### config.mk
export PLATFORM = sky130hd
export DESIGN_NAME = sbr_ctrl
export DESIGN_NICKNAME = d
export VERILOG_FILES = /design/src/hw/rtl/sbr_pkg.sv /design/src/hw/rtl/sbr_ctrl.sv
export SDC_FILE = /design/constraint.sdc
export NUM_CORES = 1
export LEC_CHECK = 0
export ABC_AREA = 1
export ABC_CLOCK_PERIOD_IN_PS = 950
export BUFFER_PORTS_ARGS = -buffer_cell sky130_fd_sc_hd__buf_4
export CAP_MARGIN = 20
export CORE_AREA = 2 2 39 41
export DETAILED_ROUTE_END_ITERATION = 12
export DIE_AREA = 0 0 41 43
export REMOVE_ABC_BUFFERS = 1
export SLEW_MARGIN = 20
export SYNTH_ARGS = -nofsm -noshare
export SYNTH_HDL_FRONTEND = slang
export SYNTH_SLANG_ARGS = --single-unit
### constraint.sdc
create_clock -name clk_i -period 0.95 [get_ports clk_i]
set_input_delay 0 -clock clk_i [delete_from_list [all_inputs] [get_ports clk_i]]
set_output_delay 0 -clock clk_i [all_outputs]
set_load 0.05 [all_outputs]
### src/hw/rtl/sbr_pkg.sv
package sbr_pkg;

  localparam int unsigned PROG_SIZE  = 4096;
  localparam int unsigned OPEN_DEPTH = 32;
  localparam int unsigned COND_DEPTH = 16;

  localparam int unsigned IDX_W   = 12;
  localparam int unsigned ACT_W   = 4;
  localparam int unsigned ERR_W   = 4;
  localparam int unsigned TBL_AW  = $clog2(PROG_SIZE);
  localparam int unsigned TBL_DW  = IDX_W + 1;
  localparam int unsigned OPEN_AW = $clog2(OPEN_DEPTH);
  localparam int unsigned OPEN_CW = $clog2(OPEN_DEPTH + 1);
  localparam int unsigned COND_AW = $clog2(COND_DEPTH);
  localparam int unsigned COND_CW = $clog2(COND_DEPTH + 1);

  typedef enum logic [ACT_W-1:0] {
    ACT_B_IF       = 4'd0,
    ACT_B_ELIF     = 4'd1,
    ACT_B_ELSE     = 4'd2,
    ACT_B_ENDIF    = 4'd3,
    ACT_B_WHILE    = 4'd4,
    ACT_B_ENDWHILE = 4'd5,
    ACT_FINALIZE   = 4'd6,
    ACT_R_IF       = 4'd7,
    ACT_R_ELIF     = 4'd8,
    ACT_R_ELSE     = 4'd9,
    ACT_R_ENDIF    = 4'd10,
    ACT_R_WHILE    = 4'd11,
    ACT_R_ENDWHILE = 4'd12
  } act_e;

  typedef enum logic [ERR_W-1:0] {
    ERR_OK            = 4'd0,
    ERR_BAD_ELSE      = 4'd1,
    ERR_BAD_ELIF      = 4'd2,
    ERR_ENDIF_WHILE   = 4'd3,
    ERR_ENDWHILE_IF   = 4'd4,
    ERR_NO_OPEN       = 4'd5,
    ERR_UNCLOSED      = 4'd6,
    ERR_OPEN_OVERFLOW = 4'd7,
    ERR_COND_OVERFLOW = 4'd8,
    ERR_NO_TARGET     = 4'd9
  } err_e;

  typedef enum logic [1:0] {
    KIND_IF    = 2'd0,
    KIND_ELIF  = 2'd1,
    KIND_ELSE  = 2'd2,
    KIND_WHILE = 2'd3
  } kind_e;

  typedef struct packed {
    logic clear;
    logic accept;
    logic exec;
    logic close;
    logic load;
    logic from_hold;
  } cmd_t;

  typedef struct packed {
    logic clr_last;
    logic need_close;
    logic close_last;
    logic out_free;
  } status_t;

endpackage

### src/hw/rtl/sbr_ctrl.sv
module sbr_ctrl
  import sbr_pkg::*;
(
  input  logic    clk_i,
  input  logic    rst_ni,
  input  logic    in_valid_i,
  output logic    in_ready_o,
  input  status_t st_i,
  output cmd_t    cmd_o
);

  typedef enum logic [4:0] {
    ST_CLEAR = 5'b00001,
    ST_IDLE  = 5'b00010,
    ST_EXEC  = 5'b00100,
    ST_CLOSE = 5'b01000,
    ST_HOLD  = 5'b10000
  } state_e;

  state_e state_q, state_d;

  always_comb begin
    state_d    = state_q;
    cmd_o      = '0;
    in_ready_o = 1'b0;
    case (state_q)
      ST_CLEAR: begin
        cmd_o.clear = 1'b1;
        if (st_i.clr_last) begin
          state_d = ST_IDLE;
        end
      end
      ST_IDLE: begin
        in_ready_o = 1'b1;
        if (in_valid_i) begin
          cmd_o.accept = 1'b1;
          state_d      = ST_EXEC;
        end
      end
      ST_EXEC: begin
        cmd_o.exec = 1'b1;
        if (st_i.need_close) begin
          state_d = ST_CLOSE;
        end else if (st_i.out_free) begin
          cmd_o.load = 1'b1;
          state_d    = ST_IDLE;
        end else begin
          state_d = ST_HOLD;
        end
      end
      ST_CLOSE: begin
        cmd_o.close = 1'b1;
        if (st_i.close_last) begin
          if (st_i.out_free) begin
            cmd_o.load = 1'b1;
            state_d    = ST_IDLE;
          end else begin
            state_d = ST_HOLD;
          end
        end
      end
      ST_HOLD: begin
        if (st_i.out_free) begin
          cmd_o.load      = 1'b1;
          cmd_o.from_hold = 1'b1;
          state_d         = ST_IDLE;
        end
      end
      default: begin
        state_d = ST_CLEAR;
      end
    endcase
  end

  always_ff @(posedge clk_i or negedge rst_ni) begin
    if (!rst_ni) begin
      state_q <= ST_CLEAR;
    end else begin
      state_q <= state_d;
    end
  end

endmodule

**After elaboration in Yosys (flattened, before gate mapping)**

Cells that the tools add are included.

- Register bits after elaboration: 5
- Bits of input ports: 7
- Logic and storage cells: 30

- Equality and inequality tests: 9
- Muxes and demuxes: 19
- Reduce and logical (&&, ||, !) cells: 1

Operators with widths:

| cell | number |
|---|---|
| $mux W5 | 6 |
| $pmux W5 S5 | 1 |
| $mux W1 | 10 |
| $ne A2 B2 Y1 const B | 4 |
| $eq A5 B1 Y1 const B | 1 |
| $eq A5 B2 Y1 const B | 1 |
| $eq A5 B3 Y1 const B | 1 |
| $eq A5 B4 Y1 const B | 1 |
| $eq A5 B5 Y1 const B | 1 |
| $reduce_and A4 Y1 | 1 |
| $pmux W1 S3 | 1 |
| $mux W2 | 1 |

**Longest topological paths before layout**

- Depth after elaboration: 3
- Gate-level depth with buffers: 8
- Gate-level depth less buffers: 8

**Least setup slack after synthesis**

Ideal clock, no wire load.

- Path type: register to output
- Start point: reg state_q[1]
- End point: out cmd_o[1] (netlist name)
- Data arrival time: 1525 ps
- Setup slack: -575 ps
- Stages on the path, launching flop included: 4
- Cell sequence: dfrtp_1 > nor2_4 > nand4_1 > o211ai_1

RTL lines:

| what | RTL line | source |
|---|---|---|
| from (decl) | sbr_ctrl.sv:20 | `state_e state_q, state_d;` |
| from (signal assigned) | sbr_ctrl.sv:79 | `state_q <= state_d;` |
| to (decl) | sbr_ctrl.sv:9 | `output cmd_t cmd_o` |

==> flow_summary.yaml <==
job:
  drv_cap: 0
setup_path:
  cp-start-kind: "flop"
  crit_chain: "nor2_4 -> nand4_1 -> o211ai_1 -> buf_4"
  cp.arrival_ns: 1.40
  startpoint: "state_q[1]$_DFFE_PN0P_"
  critPathCaptureType: "output pin"
  worstReg2RegStart: "state_q[1]$_DFFE_PN0P_"
  crit_required_ns: 0.95
  r2r_cells: 8
  worst-path-max-fanout: 8
  path_class: "reg -> out"
  cp_slowest_cell: "dfrtp_1"
  max_stage_delay_ns: 0.40
timing:
  finalSetupViolations: 12
  max_freq_ghz: 0.716
  setup_slack_ns: -0.447
  rsz0062_at_grt: "true"
  worst_slew_pin_slew_ns: 0.190
  finClkSkew_ns: 0.00479
  maxSlewViolCount: 0
  hold_viol: 0
  slew-limit-headroom: 0.873
  period_share: 1.47
  min_period_ns: 1.40
  finalSetupTns_ns: -4.03
clock_network:
  path_clk_slew_ns: 0.05
  cts.path.max_buffers: 2
  cts_root_buffer: "clkbuf_4"
  cts_buffers: 3
  clk_latency_ns: 0.24
  htreeDepth: 1
  clock_sinks: 5
  cts_tree: "done"
global_routing:
  grt_pass1_vias: 453
  grt-ovfl-total: 0
  grt_max_degree: 9
  grt_pass1_wl_mm: 1.89
  antenna_found_initial: 0
  gr-usage-all-layers: 0.163
logic_synthesis:
  synth.ff_latch_count: 5
  syn_avg_cell_area_um2: 6.83
  netlist_instances: 57
  synth_area_um2: 389
  synth_compound_area_frac: 0.0675
  yosysTopAreaCell: "dfrtp_1"
  synthDominantCellAreaShare: 0.257
  synthMuxAreaShare: 0
  synthSimpleGateAreaFrac: 0.463
  seq_area_frac_synth: 0.325
  yosys_warnings: 0
  synth_adder_area_share: 0
  synth_xor_area_frac: 0
  synthTopCellsByArea: "dfrtp_1, nand4_1, inv_1"
  synth_top_family_by_area: "simple AND/OR/NAND/NOR gates"
  synth_cell_types: 15
cells_and_area:
  fin_cells: 104
  syn2layout_area_growth_pct: 98.4
  post-route-util: 0.558
  nFillCells: 127
  regMostFlops: "state_q"
  largest_reg_flops: 5
  nNetsFinal: 96
  antenna_cells: 0
  top_regs: "state_q x5"
  drive_above_1_share: 0.636
floorplanning:
  die-area_mm2: 0.00176
  initial_utilization: 0.281
  fp.dieH_um: 43
  rows: 14
  die_w_um: 41
  core_area_mm2: 0.00138
  num_io_pins: 14
routing:
  wl_per_cell_um: 11.0
  drc_errors: 0
  drtAntennaViolNets: 0
  vias_per_cell: 4.57
  drt-total-wl_mm: 1.14
  firstDrtPassIters: 3
  drt_iter0_drc: 7
  num_vias: 475
power_and_ir_drop:
  leakagePower_nw: 0.408
  power.density_mw_per_mm2: 2400
  irDropWorstVdd_mv: 1.36
outcome:
  violations: "negative setup slack"
  status: "finished with violations"
place:
  place_congestion: 0.833
  dp.cells: 89
  dp_hpwl_um: 717
  io_buffer_count: 13
  place_ws_ns: -0.216
hold_path:
  hold_start: "st_i[3]"
  hold_depth: 4
  hold_path_class: "in -> reg"
[metal layers]
| metal | GRT usage | part of all wire | vias up |
|---|---|---|---|
| met5 | 0 | 0 | - |
| met4 | 0.0667 | 0.018 | 0 |
| met3 | 0.0995 | 0.056 | 2 |
| met2 | 0.225 | 0.53 | 13 |
| met1 | 0.198 | 0.39 | 215 |
| li1 | - | - | 245 |
[critical path, delay by kind of cell (launching register included)]
kind | cells | cell delay [ns]
buffers and inverters | 1 | 0.22
AND/OR/NAND/NOR | 2 | 0.35
AO/OA/AOI/OAI | 1 | 0.18
flip-flops | 1 | 0.40
[synth_stat cells]
cell and instances:
inv_1 11, nand2_1 8, nand4_1 7, nor2_1 7, nand3_1 5, dfrtp_1 4, inv_2 4, nand3_2 2
nor2_4 2, o21ai_1 2, dfstp_2 1, nand2_2 1, nor2_2 1, o211ai_1 1, o21ai_2 1
[area by class of cell]
cell class                      instances  area [µm²]  area share
Clock buffer                            4        26.3      0.0340
Inverter                               15        56.3      0.0729
Multi-Input combinational cell         37         284       0.368
Sequential cell                         5         128       0.165
Tap cell                               16        20.0      0.0259
Timing Repair Buffer                   27         258       0.334
[per-stage QoR]
stage / instance area [µm²] / power [mW] / hold WS (ns)
4_1_cts: 694 / 1.58 / 0.0297
2_1_floorplan: 389 / 0.868 / -0.296
3_3_place_gp: 529 / 1.05 / -0.195
6_report: 772 / 1.85 / 0.0493
3_5_place_dp: 529 / 1.05 / -0.195
5_1_grt: 772 / 1.99 / 0.0513
[cells in the final DEF (no fill, tap or decap), types with 2 or more instances in the layout]
| cell | instances |
|---|---|
| nand2_2 | 2 |
| clkbuf_4 | 3 |
| nor2_4 | 5 |
| nand3_4 | 3 |
| nand4_1 | 7 |
| dfrtp_1 | 3 |
| nand3_1 | 2 |
| nor2_2 | 4 |
| nand2_1 | 7 |
| nand3_2 | 2 |
| buf_8 | 4 |
| inv_1 | 9 |
| inv_2 | 6 |
| o21ai_2 | 3 |
| buf_4 | 16 |
| buf_6 | 6 |
[final timing paths]
kind / to / slack, ns
worst max-delay path: cmd_o[1] / -0.45
worst min-delay path: state_q[0]$_DFFE_PN1P_ / 0.05
worst max register to register: state_q[4]$_DFFE_PN0P_ / -0.41
worst min register to register: state_q[0]$_DFFE_PN1P_ / 0.66
max in group asynchronous: state_q[0]$_DFFE_PN1P_ / 0.66
min in group asynchronous: state_q[1]$_DFFE_PN0P_ / 0.09
[report_power, final]
group,switching (mW),leakage (nW),internal [mW]
logic,0.690,0.330,0.567
clock network,0.0855,0.0150,0.159
registers,0.0673,0.0631,0.286
[cells by family after synthesis]
group,Yosys count
AOI/OAI and AO/OA,4
buffers and inverters,15
DFF,5
and+or+nand+nor,33
[what timing repair did]
item	CTS	global route
resized for setup	21	14
hold buffers	1	0
setup buffers	7	3
pin swaps	3	6
endpoints found under the setup margin	12	12
hold endpoints to repair	5	0
Power figures use the tool's default switching activity.
